## src/sv/y86dec_pkg.sv

```systemverilog
`default_nettype none
// ----------------------------------------------------------------------------
// y86dec_pkg: shared types and tables for the Y86 instruction decoder
// Holds the status codes, the opcode names and the per-opcode length and
// function-code limit tables.
// ----------------------------------------------------------------------------
package y86dec_pkg;

   typedef enum logic [2:0] {
      ST_OK          = 3'd0,
      ST_BAD_FUNC    = 3'd1,
      ST_BAD_PLACE   = 3'd2,
      ST_BAD_OPCODE  = 3'd3,
      ST_TRUNCATED   = 3'd4
   } status_type;

   typedef enum logic [3:0] {
      OP_HALT   = 4'h0,
      OP_NOP    = 4'h1,
      OP_RRMOV  = 4'h2,
      OP_IRMOV  = 4'h3,
      OP_RMMOV  = 4'h4,
      OP_MRMOV  = 4'h5,
      OP_ALU    = 4'h6,
      OP_JUMP   = 4'h7,
      OP_CALL   = 4'h8,
      OP_RET    = 4'h9,
      OP_PUSH   = 4'hA,
      OP_POP    = 4'hB,
      OP_READX  = 4'hC,
      OP_WRITEX = 4'hD,
      OP_MOVSB  = 4'hE,
      OP_BAD    = 4'hF
   } opcode_type;

   localparam int unsigned NUM_BYTES = 6;
   localparam logic [2:0] LEN_UNKNOWN = 3'd0;
   localparam logic [2:0] LEN_SHORT   = 3'd1;
   localparam logic [2:0] LEN_REG     = 3'd2;
   localparam logic [2:0] LEN_TARGET  = 3'd5;
   localparam logic [2:0] LEN_FULL    = 3'd6;
   localparam logic [3:0] REG_NONE    = 4'hF;

   function automatic logic [2:0] op_length(input logic [3:0] op);
      logic [2:0] len;
      case (opcode_type'(op))
         OP_HALT, OP_NOP, OP_RET:                len = LEN_SHORT;
         OP_RRMOV, OP_ALU, OP_PUSH, OP_POP:      len = LEN_REG;
         OP_JUMP, OP_CALL:                       len = LEN_TARGET;
         OP_IRMOV, OP_RMMOV, OP_MRMOV,
         OP_READX, OP_WRITEX, OP_MOVSB:          len = LEN_FULL;
         default:                                len = LEN_UNKNOWN;
      endcase
      return len;
   endfunction

   function automatic logic [3:0] func_limit(input logic [3:0] op);
      logic [3:0] lim;
      case (opcode_type'(op))
         OP_ALU:             lim = 4'd5;
         OP_JUMP:            lim = 4'd6;
         OP_READX, OP_WRITEX: lim = 4'd1;
         default:            lim = 4'd0;
      endcase
      return lim;
   endfunction

endpackage
`default_nettype wire

```

## src/sv/y86_instruction_decoder.sv

```systemverilog
`default_nettype none
// ----------------------------------------------------------------------------
// y86_instruction_decoder: byte-stream Y86 instruction decoder
// Collects code bytes into instructions and emits one decoded record per
// instruction, with status for bad functions, bad placeholders, unknown
// opcodes and truncated instructions.
//
//   Channel   Ports        Moves
//   input     req_*        one code byte and its last flag
//   output    rsp_*        one decoded instruction record
//
// One code byte is taken every cycle. A record appears in the cycle after the
// byte that completes its instruction, from a single output register.
// The input stalls only while that register holds a record not yet taken.
// Reset clears the byte count, the discard flag and the output valid.
// ----------------------------------------------------------------------------
module y86_instruction_decoder
   import y86dec_pkg::*;
(
   input  wire logic        clock,
   input  wire logic        reset,
   input  wire logic        req_valid,
   output logic             req_ready,
   input  wire logic [7:0]  req_code_byte,
   input  wire logic        req_last,
   output logic             rsp_valid,
   input  wire logic        rsp_ready,
   output logic [3:0]       rsp_opcode,
   output logic [3:0]       rsp_func_code,
   output logic [3:0]       rsp_reg_a,
   output logic [3:0]       rsp_reg_b,
   output logic [31:0]      rsp_immediate,
   output logic [2:0]       rsp_status
);

   logic [7:0]  bytes_ff [NUM_BYTES];
   logic [7:0]  merged [NUM_BYTES];
   logic [2:0]  count_ff, count_in, count_cur, count_new;
   logic        stopped_ff, stopped_in;
   logic        rsp_valid_ff, rsp_valid_in;
   logic [3:0]  opcode_ff, func_ff, reg_a_ff, reg_b_ff;
   logic [31:0] imm_ff;
   status_type  status_ff;

   logic        req_fire;
   logic        emit;
   logic [3:0]  op, fn, ra, rb;
   logic [2:0]  len;
   logic [31:0] imm;
   status_type  status;

   assign req_ready = !rsp_valid_ff || rsp_ready;
   assign req_fire  = req_valid && req_ready;

   always_comb begin
      count_cur = (count_ff > 3'd5) ? 3'd0 : count_ff;
      count_new = count_cur + 3'd1;
      for (int k = 0; k < NUM_BYTES; k++) begin
         merged[k] = (count_cur == 3'(k)) ? req_code_byte : bytes_ff[k];
      end
      op  = merged[0][7:4];
      fn  = merged[0][3:0];
      len = op_length(op);
   end

   always_comb begin
      emit       = 1'b0;
      count_in   = count_ff;
      stopped_in = stopped_ff;
      ra         = REG_NONE;
      rb         = REG_NONE;
      imm        = '0;
      status     = ST_OK;
      if (stopped_ff) begin
         if (req_last) begin
            stopped_in = 1'b0;
            count_in   = '0;
         end
      end else if (len == LEN_UNKNOWN) begin
         emit       = 1'b1;
         status     = ST_BAD_OPCODE;
         count_in   = '0;
         stopped_in = !req_last;
      end else if (count_new < len) begin
         count_in = count_new;
         if (req_last) begin
            emit     = 1'b1;
            status   = ST_TRUNCATED;
            count_in = '0;
         end
      end else begin
         emit     = 1'b1;
         count_in = '0;
         if (len == LEN_REG || len == LEN_FULL) begin
            ra = merged[1][7:4];
            rb = merged[1][3:0];
         end
         if (len == LEN_FULL) begin
            imm = {merged[5], merged[4], merged[3], merged[2]};
         end else if (len == LEN_TARGET) begin
            imm = {merged[4], merged[3], merged[2], merged[1]};
         end
         if (fn > func_limit(op)) begin
            status = ST_BAD_FUNC;
         end else if (op == OP_IRMOV && ra != REG_NONE) begin
            status = ST_BAD_PLACE;
         end else if ((op inside {OP_PUSH, OP_POP, OP_READX, OP_WRITEX})
                      && rb != REG_NONE) begin
            status = ST_BAD_PLACE;
         end
      end
   end

   always_comb begin
      if (req_fire && emit) begin
         rsp_valid_in = 1'b1;
      end else if (rsp_ready) begin
         rsp_valid_in = 1'b0;
      end else begin
         rsp_valid_in = rsp_valid_ff;
      end
   end

   always_ff @(posedge clock) begin
      if (reset) begin
         count_ff     <= '0;
         stopped_ff   <= 1'b0;
         rsp_valid_ff <= 1'b0;
      end else begin
         rsp_valid_ff <= rsp_valid_in;
         if (req_fire) begin
            count_ff   <= count_in;
            stopped_ff <= stopped_in;
         end
      end
   end

   always_ff @(posedge clock) begin
      if (req_fire && !stopped_ff) begin
         bytes_ff[count_cur] <= req_code_byte;
      end
      if (req_fire && emit) begin
         opcode_ff <= op;
         func_ff   <= fn;
         reg_a_ff  <= ra;
         reg_b_ff  <= rb;
         imm_ff    <= imm;
         status_ff <= status;
      end
   end

   assign rsp_valid     = rsp_valid_ff;
   assign rsp_opcode    = opcode_ff;
   assign rsp_func_code = func_ff;
   assign rsp_reg_a     = reg_a_ff;
   assign rsp_reg_b     = reg_b_ff;
   assign rsp_immediate = imm_ff;
   assign rsp_status    = status_ff;

   // The byte count never passes the longest instruction length.
   a_count_range: assert property (@(posedge clock) disable iff (reset)
      count_ff < LEN_FULL)
      else $error("byte count out of range");

   // No record is produced while discarding after an unknown opcode.
   a_no_emit_stopped: assert property (@(posedge clock) disable iff (reset)
      stopped_ff |-> !emit)
      else $error("record produced while discarding");

   // A request marked last always leaves the decoder at an instruction start.
   a_last_restarts: assert property (@(posedge clock) disable iff (reset)
      (req_fire && req_last) |=> (count_ff == 3'd0 && !stopped_ff))
      else $error("last request did not restart decoding");

   // Unknown-opcode and truncated records carry no register byte or immediate.
   a_short_record: assert property (@(posedge clock) disable iff (reset)
      (rsp_valid_ff && (status_ff == ST_BAD_OPCODE || status_ff == ST_TRUNCATED))
      |-> (reg_a_ff == REG_NONE && reg_b_ff == REG_NONE && imm_ff == 32'd0))
      else $error("error record carries operand fields");

endmodule
`default_nettype wire

```

## config.mk

```make
export PLATFORM = sky130hd
export DESIGN_NAME = y86_instruction_decoder
export DESIGN_NICKNAME = d
export VERILOG_FILES = /design/src/sv/y86dec_pkg.sv /design/src/sv/y86_instruction_decoder.sv
export SDC_FILE = /design/constraint.sdc
export NUM_CORES = 1
export LEC_CHECK = 0
export ABC_AREA = 1
export BUFFER_PORTS_ARGS = -buffer_cell sky130_fd_sc_hd__buf_4
export CORE_MARGIN = 2
export CORE_UTILIZATION = 50
export DETAILED_ROUTE_END_ITERATION = 12
export MAX_ROUTING_LAYER = met4
export PLACE_DENSITY = 0.7
export SYNTH_ARGS = -nofsm -noshare
export SYNTH_HDL_FRONTEND = slang
export SYNTH_SLANG_ARGS = --single-unit
```

## constraint.sdc

```tcl
create_clock -name clock -period 8.88 [get_ports clock]
set_clock_uncertainty 0.15 [all_clocks]
set_input_delay 0.888 -clock clock [delete_from_list [all_inputs] [get_ports clock]]
set_output_delay 0.888 -clock clock [all_outputs]
set_load 0.01 [all_outputs]
```

Word-level counts from Yosys, hierarchy flattened
Memories as Yosys holds them, arrays and structs flattened.
Cells that the tools add are included.
{"block": "op_classes", "add_sub_neg": 1, "magnitude_cmp": 3, "n_eq_ne": 18, "muxes": 43, "n_reduce_logical": 18}
{"op": "two-way mux 32 bit", "n": 2}
{"op": "two-way mux 8 bit", "n": 6}
{"op": "two-way mux 4 bit", "n": 11}
{"op": "two-way mux 3 bit", "n": 8}
{"op": "equality test 4 bit, second input constant", "n": 4}
{"op": "equality test 3 bit, second input constant", "n": 4}
{"op": "two-way mux 1 bit", "n": 11}
{"op": "equality test 3 x 2 -> 1 bit, second input constant", "n": 3}
{"op": "case mux 3 bit (3 select lines)", "n": 1}
{"op": "equality test 4 x 3 -> 1 bit, second input constant", "n": 2}
{"op": "two-way mux 2 bit", "n": 4}
{"op": "inequality test 4 bit, second input constant", "n": 2}
{"op": "logical NOT 3 bit", "n": 2}
{"op": "logical AND 1 bit", "n": 5}
{"op": "equality test 4 x 2 -> 1 bit, second input constant", "n": 1}
{"op": "greater-than comparator 4 bit", "n": 1}
{"op": "nonzero test 4 bit", "n": 1}
{"op": "OR reduction 2 bit", "n": 2}
{"op": "adder 3 x 1 -> 3 bit, second input constant", "n": 1}
{"op": "equality test 3 x 1 -> 1 bit, second input constant", "n": 1}
{"op": "greater-than comparator 3 bit, second input constant", "n": 1}
{"op": "logical NOT 1 bit", "n": 3}
{"op": "less-than comparator 3 bit", "n": 1}
{"op": "OR reduction 3 bit", "n": 1}
{"op": "4 further kinds", "n": 5}
{"block": "totals", "reg_bits": 56, "ramBits": 48, "rom_bits": 48, "inputBits": 13, "out_inout_bits": 53, "wordCells": 95, "n_memories": 2}
{"name": "(name not given)", "words": 16, "width": 3, "rd": 1, "rd_ports_with_merged_regs": 0, "wr": 0, "line": "y86dec_pkg.sv:46", "source": "case (opcode_type'(op))"}
{"name": "bytes_ff", "words": 6, "width": 8, "rd": 6, "rd_ports_with_merged_regs": 0, "wr": 1, "line": "y86_instruction_decoder.sv:36", "source": "logic [7:0] bytes_ff [NUM_BYTES];"}

Longest topological paths before layout
Gate-level depths: netlist of run 1.
An unclocked memory read counts as a cell.
{"block": "depth", "depth_word": 18, "depth_mapped": 18, "ltp_nobuf": 17}

Worst setup path after synthesis of run 1
Ideal clock, no wire load.
{"block": "synth_path", "path_type": "in2reg", "start": "in req_code_byte[6]", "end": "reg func_ff[0] (netlist: rsp_func_code[0]) (enable)", "setup_ns": 0.405, "arrival_time_ns": 3.104, "required_time_ns": 8.325, "slack_ns": 5.220, "path_stages": 14, "n_path_buf": 0, "cell_sequence": "inv_1 -> nand3_1 -> nand2_2 -> nand2_2 -> inv_2 -> nor2_8 -> inv_1 -> ha_1 -> nand2_1 -> inv_1 -> nand2_4 -> nand3_1 -> nand2_1 -> inv_1"}
{"block": "synth_via", "elab_chain_len": 7, "elab_cells_between_ends": 8, "classes_between": "1 x order compare; 4 x mux; 2 x reduce/logical; 1 x memory"}
{"element": "start, declared", "line": "y86_instruction_decoder.sv:24", "source": "input wire logic [7:0] req_code_byte,"}
{"element": "two-way mux 8 bit (*)", "line": "y86_instruction_decoder.sv:59", "source": "merged[k] = (count_cur == 3'(k)) ? req_code_byte : bytes_ff[k];"}
{"element": "memory (16 x 3 bit) (*)"}
{"element": "less-than comparator 3 bit", "line": "y86_instruction_decoder.sv:84", "source": "end else if (count_new < len) begin"}
{"element": "two-way mux 1 bit", "line": "y86_instruction_decoder.sv:84"}
{"element": "two-way mux 1 bit (*)", "line": "y86_instruction_decoder.sv:79", "source": "end else if (len == LEN_UNKNOWN) begin"}
{"element": "two-way mux 1 bit (*)", "line": "y86_instruction_decoder.sv:74", "source": "if (stopped_ff) begin"}
{"element": "logical AND 1 bit (*)", "line": "y86_instruction_decoder.sv:142", "source": "if (req_fire && emit) begin"}
{"element": "end signal, assigned", "line": "y86_instruction_decoder.sv:144", "source": "func_ff <= fn;"}
{"element": "end, declared", "line": "y86_instruction_decoder.sv:41", "source": "logic [3:0] opcode_ff, func_ff, reg_a_ff, reg_b_ff;"}
Every way passes the cells marked *; elsewhere a longest branch is shown, timed or not.
A chain may end at the register's enable or synchronous reset.

==> metrics.md, run 1 <==
| Metric | Value |
|---|---|
| Status | completed |
| Starting DRT DRC Count | 295 |
| Row Count | 36 |
| Crit. Startpoint | count_ff[2] |
| Startpoint types | flip-flop |
| Setup-failing EPs final | 0 |
| 1st-pass router iterations | 5 |
| Hold buffer count at CTS | 0 |
| Routed wire per std cell | 16.31 µm |
| CTS tree | done |
| Starting density of the core | 0.5146 |
| Pin count of the biggest net entering global routing | 52 |
| Hold Vio Cnt, Final | 0 |
| Max Fclk | 0.2862 GHz |
| Nets | 552 |
| Post-CTS setup buffer count | 0 |
| Fin Setup TNS | 0 ns |
| Fin util | 0.5883 |
| WS Path Type | flip-flop to flip-flop |
| Layout area overhead | 14.33% |
| Cells after synthesis | 473 |
| Overflow after GRT | 0 |
| Power per cell area | 189.7 mW/mm² |
| Crit path capture type | flip-flop |
| Minimum period implied by the final worst setup slack | 3.494 ns |
| Hold WS | 0.4095 ns |
| Antenna Nets Post-Route | 0 |
| Worst-Skew Late Latency | 0.37 ns |
| Yosys cell types | 35 |
| Hold crit path type | flip-flop to flip-flop |
| Synthesized Nets | 492 |
| Max-cap violations | 0 |
| Initial antenna violation count | 0 |
| Dpl hpwl | 7930 µm |
| FF-to-FF setup slack | 5.39 ns |
| Total number of H-tree levels | 3 |
| Root Driver | clkbuf_8 |
| Worst-path maximum fanout | 51 |
| Clock sinks | 104 |
| Final period util | 0.3935 |
| Die H | 104.3 µm |
| Post-CTS Resized | 0 |
| Clock Tree Buf Depth | 2 |
| Io pins | 66 |
| IO buf count | 65 |
| Total GRT Usage | 0.2156 |
| Core area | 0.009774 mm² |
| First-pass GRT wire length | 17,370 µm |
| RD Place Congestion | 0.9271 |
| Clk slew on worst S/H paths | 0.09 ns |
| DRC | 0 |
| Leak | 2.198 nW |
| Worst-margin pin slew | 1.030 ns |
| Hold depth | 2 |
| WP data required | 8.73 ns |
| Vias | 3,557 |
| Crit Reg-Reg Endpoint | rsp_immediate[24] |
| DR vias/cell | 5.301 |
| Avg Cell Area, Syn | 10.63 µm² |
| Num CTS Buffers | 9 |
| R2R cell count | 16 |
| CP Capture Point | rsp_immediate[24] |
| Synthesized flop and latch total | 104 |
| Die W | 104.3 µm |
| Seq/Total Area, Yosys | 0.6109 |
| Routed wire length | 10,940 µm |
| Max-slew headroom | 0.3132 |
| Layout cells sized above 1 | 0.2844 |
| Reg-to-Reg Start | count_ff[2] |
| Final Max Tran Viols | 0 |
| Fillers | 841 |
| N_diodes | 0 |
| Mapped cell area | 0.005030 mm² |
| RSZ-0062 raised after global routing | false |
| Critical Path AT | 3.35 ns |
| Yosys warns | 0 |
| Number of global-route vias before repair | 3,336 |
| Die Area | 0.01088 mm² |
| Peak VDD IR | 0.09188 mV |
## synthesized netlist by cell type
cell	count	share of area
nor2_8	1	0.0040
clkinv_2	1	0.00099
o21ai_2	1	0.0017
buf_2	1	0.00099
or2_0	2	0.0025
buf_6	6	0.013
nor2_4	1	0.0022
nor3_1	1	0.00099
nand3_4	1	0.0035
ha_1	6	0.015
or2_2	6	0.0075
clkinv_1	1	0.00075
edfxtp_1	99	0.59
nand3_1	19	0.019
nand4_1	3	0.0037
dfxtp_1	5	0.020
nand2_2	15	0.019
buf_4	4	0.0060
clkbuf_1	5	0.0037
nand2_1	115	0.086
o211ai_1	4	0.0060
nor4_1	2	0.0025
inv_1	34	0.025
nand3_2	1	0.0020
inv_4	1	0.0012
a21oi_1	27	0.027
o21ai_0	31	0.031
a21oi_2	30	0.052
or2_1	2	0.0025
o21ai_1	1	0.00099
inv_2	5	0.0037
nor2_1	30	0.022
nand2_4	7	0.016
nand3b_1	1	0.0015
nor2_2	4	0.0050
## registers in the layout, summed over array words and instances, names as in the netlist, 3 cells and up
signal / flops
rsp_status: 3
count_ff: 3
rsp_immediate: 32
rsp_opcode: 4
bytes_ff: 48
rsp_reg_a: 4
rsp_reg_b: 4
rsp_func_code: 4
## how the worst min path moves through the flow
stage / startpoint / endpoint / slack [ns]
6_report: rsp_valid / rsp_valid / 0.41
5_1_grt: count_ff[0] / count_ff[0] / 0.46
4_1_cts: rsp_valid / rsp_valid / 0.41
3_5_place_dp: rsp_valid / rsp_valid / 0.39
3_3_place_gp: count_ff[0] / count_ff[0] / 0.39
2_1_floorplan: count_ff[0] / count_ff[0] / 0.37
## cell type report
| class | instances | area, µm² | share of cell area |
|---|---|---|---|
| flip-flops and latches | 104 | 3073 | 0.5344 |
| multi-input cells | 311 | 1674 | 0.2911 |
| repair buffers | 65 | 488.0 | 0.08486 |
| well taps | 133 | 166.4 | 0.02894 |
| inverters | 42 | 161.4 | 0.02807 |
| clock buffers | 10 | 127.6 | 0.02219 |
| clock inverters | 6 | 60.06 | 0.01044 |
## power breakdown
| part | switching (W) | total [W] | internal (W) | leakage [nW] |
|---|---|---|---|---|
| logic | 0.000149 | 0.000219 | 0.0000699 | 1.16 |
| registers | 0.00000925 | 0.000586 | 0.000577 | 0.955 |
| clock network | 0.000158 | 0.000286 | 0.000128 | 0.0836 |
## per-layer routing
metal | global-route usage | wire, µm | up-vias
met3 | 0.03885 | 708 | 23
li1 | - | - | 1731
met2 | 0.3221 | 5008 | 131
met1 | 0.2952 | 4946 | 1672
met4 | 0.08301 | 278 | 0
met5 | - | 0 | -
## through the flow
step / setup WS, ns / instance area [µm²] / std cells / power (W)
after floorplan: 5.220 / 5030 / 473 / 0.0007523
after CTS: 5.340 / 5751 / 671 / 0.001095
final: 5.386 / 5751 / 671 / 0.001091
after global routing: 5.086 / 5751 / 671 / 0.001140
after global placement: 5.228 / 5563 / 655 / 0.0008118
after detailed placement: 5.090 / 5563 / 655 / 0.0008164
## placed cells by master (no fill, tap or decap), types with 2 or more instances in the layout
master / Yosys / final
a21oi_1: 27 / 27
buf_4: 4 / 65
nand3_1: 19 / 19
clkbuf_8: 0 / 9
o211ai_1: 4 / 4
nand2_4: 7 / 7
clkinvlp_4: 0 / 3
nor2_2: 4 / 4
a21oi_2: 30 / 30
nand4_1: 3 / 3
dfxtp_1: 5 / 5
nor4_1: 2 / 2
or2_1: 2 / 2
or2_0: 2 / 2
nor2_1: 30 / 30
inv_1: 34 / 33
ha_1: 6 / 6
edfxtp_1: 99 / 99
o21ai_0: 31 / 31
nand2_2: 15 / 15
nand2_1: 115 / 115
clkinv_1: 1 / 3
or2_2: 6 / 6
inv_2: 5 / 6
## cells by family after synthesis
logic type               Yosys count  synth area share
flip-flops                       104            0.6109
AND/OR/NAND/NOR                  211            0.1993
buffers and inverters             58           0.05622
adder cells (fa/ha/maj)            6           0.01492
AO/OA/AOI/OAI                     94            0.1187
## critical path, stage by stage (launching register included)
cell,delay [ns]
dfxtp_1,0.52
nand2_4,0.16
o21ai_2,0.11
nand2_2,0.15
nand2_2,0.09
nand2_2,0.11
nand3_4,0.12
inv_2,0.07
nor2_8,0.16
inv_1,0.06
ha_1,0.27
nand2_1,0.05
inv_1,0.08
nand2_4,0.08
nand3_1,0.07
nand2_1,0.09
inv_2,0.73
No activity file was read; power rests on OpenSTA's default activity.
==> inputs of run 2 (changes only) <==
--- a/config.mk
+++ b/config.mk
@@ -11,7 +11,7 @@
 export CORE_UTILIZATION = 50
 export DETAILED_ROUTE_END_ITERATION = 12
 export MAX_ROUTING_LAYER = met4
-export PLACE_DENSITY = 0.7
+export PLACE_DENSITY = 0.72
 export SYNTH_ARGS = -nofsm -noshare
 export SYNTH_HDL_FRONTEND = slang
 export SYNTH_SLANG_ARGS = --single-unit
==> constraint.sdc (replaced) <==
create_clock -name clock -period 3.09 [get_ports clock]
set_clock_uncertainty 0.15 [all_clocks]
set_input_delay 0.309 -clock clock [delete_from_list [all_inputs] [get_ports clock]]
set_output_delay 0.309 -clock clock [all_outputs]
set_load 0.01 [all_outputs]
==> run 2 against run 1 <==
  * Core utilization increased by 1.2 points
  * Sequential power increased to 2.9 times the previous value
  * Clock power increased to 2.8 times the previous value
  * Worst setup slack got worse by 5.2 ns
  * Sequential cell count unchanged
  * Non-clock buffer count increased by 6
  * Final cell count increased by 0.89%
  * Largest cell class unchanged
==> metrics.md, run 2 (same netlist as run 1, synthesis figures left out) <==
| Metric | Value |
|---|---|
| Root Driver | clkbuf_8 |
| R2R cell count | 17 |
| Io pins | 66 |
| Peak VDD IR | 0.2979 mV |
| Worst-Skew Late Latency | 0.37 ns |
| RD Place Congestion | 0.9253 |
| Number of global-route vias before repair | 3,407 |
| 1st-pass router iterations | 8 |
| Crit path capture type | flip-flop |
| Leading cell type in the layout, fill and taps excluded | nand2_1 |
| Vias | 3,536 |
| Final Power | 0.003149 W |
| Max FFs per register | 48 |
| Die W | 104.3 µm |
| Placed Instance Area | 0.005668 mm² |
| Clock sinks | 104 |
| Hold Vio Cnt, Final | 0 |
| Die Area | 0.01088 mm² |
| WP data required | 2.99 ns |
| Max-cap violations | 0 |
| Die H | 104.3 µm |
| Starting density of the core | 0.5146 |
| Hold_sp | req_code_byte[2] |
| First-pass GRT wire length | 17,510 µm |
| Hold crit path type | input pin to flip-flop |
| Routed wire length | 10,680 µm |
| Layout cells sized above 1 | 0.3107 |
| Hold depth | 1 |
| Worst-margin pin slew | 0.7391 ns |
| Total GRT Usage | 0.2138 |
| Minimum period implied by the final worst setup slack | 2.877 ns |
| DR vias/cell | 5.223 |
| Layout area overhead | 16.67% |
| Final period util | 0.9310 |
| Initial antenna violation count | 0 |
| Final Max Tran Viols | 0 |
| IO buf count | 65 |
| Row Count | 36 |
| Setup-failing EPs final | 0 |
| Design Area, Final | 0.005868 mm² |
| Post-CTS setup buffer count | 0 |
| Core area | 0.009774 mm² |
| Clk slew on worst S/H paths | 0.10 ns |
| Critical Path AT | 2.78 ns |
| DRC | 0 |
| Overflow after GRT | 0 |
| FF-to-FF setup slack | 0.21 ns |
| Dpl hpwl | 7834 µm |
| Commonest cells after routing, fill and taps aside | 114 x nand2_1, 99 x edfxtp_1, 68 x buf_4, 32 x inv_1, 31 x o21ai_0 |
| Max Fclk | 0.3476 GHz |
| N_diodes | 0 |
| Worst-path maximum fanout | 51 |
| Worst Hold End | bytes_ff[5][2] |
| Crit Reg-Reg Endpoint | rsp_immediate[13] |
| Max-slew headroom | 0.5021 |
| Startpoint types | flip-flop |
| Leak | 2.243 nW |
| Power per cell area | 536.5 mW/mm² |
| Pin count of the biggest net entering global routing | 52 |
| WS Path Type | flip-flop to flip-flop |
| CTS tree | done |
| Biggest register | bytes_ff |
| Fin Setup TNS | 0 ns |
| Reg-to-Reg Start | count_ff[1] |
| Starting DRT DRC Count | 286 |
| Routed wire per std cell | 15.78 µm |
| Nets | 558 |
| Antenna Nets Post-Route | 0 |
| Num CTS Buffers | 9 |
| RSZ-0062 raised after global routing | false |
| Total number of H-tree levels | 3 |
| Clock Tree Buf Depth | 2 |
| Status | completed |
run 2: cell types whose count changed in the layout (fill, tap and decap cells not counted), sizes merged:
cell,change
dlygate4sd3,+1
buf,+5
clkbuf,-1
inv,+2
bufinv,-1
run 2: per-stage QoR:
stage	std cells	util	worst slack, ns	hold WS, ns
after floorplan	473	-	0.01263	0.2281
after global placement	660	0.5799	0.2073	0.3626
after detailed placement	660	0.5799	0.09317	0.3637
after CTS	677	0.6001	0.07581	0.02710
after global routing	677	0.6004	0.0009392	0.03351
final	677	0.6004	0.2133	0.03579
run 2: area by class of cell:
cell class	instances	area [µm²]
Multi-Input combinational cell	311	1713
Clock inverter	7	63.81
Fill cell	797	3906
Clock buffer	9	123.9
Inverter	42	165.2
Timing Repair Buffer	71	560.5
Sequential cell	104	3075
Tap cell	133	166.4
run 2: timing repair:
action | CTS | global route
hold endpoints to repair | 5 | 0
endpoints found under the setup margin | 0 | 81
resized for setup | 0 | 2
hold buffers | 1 | 0
run 2: how the worst max path moves through the flow:
stage / from / to / slack [ns] / depth (start not counted)
after CTS: count_ff[1] / rsp_immediate[10] / 0.08 / 17
after floorplan: count_ff[1] / rsp_func_code[0] / 0.01 / 17
after global placement: count_ff[1] / rsp_immediate[24] / 0.21 / 17
after global routing: count_ff[1] / rsp_immediate[4] / 0.0009 / 17
final: count_ff[1] / rsp_immediate[13] / 0.21 / 17
after detailed placement: count_ff[1] / rsp_immediate[8] / 0.09 / 17
run 2: metal layers:
layer,GRT usage,share of wire
met1,0.2863,0.44
met2,0.3277,0.47
met3,0.03571,0.069
met4,0.08398,0.023
met5,-,0
run 2: power by group:
group / total [W] / switching, W / internal [W]
Clock: 0.000800 / 0.000490 / 0.000310
Combinational: 0.000666 / 0.000437 / 0.000229
Sequential: 0.00168 / 0.0000266 / 0.00166
Total: 0.00315 / 0.000954 / 0.00220
run 2: worst max-delay path, cell delays in order, from the launching register on:
cell	delay (ns)
dfxtp_2	0.44
nand2_4	0.12
o21ai_2	0.09
nand2_2	0.12
nand2_2	0.08
nand2_2	0.09
nand3_4	0.11
inv_2	0.07
nor2_8	0.17
inv_1	0.08
ha_2	0.30
nand2_1	0.04
inv_1	0.09
nand2_4	0.09
nand3_2	0.07
nand2_2	0.07
clkinvlp_4	0.09
buf_12	0.24
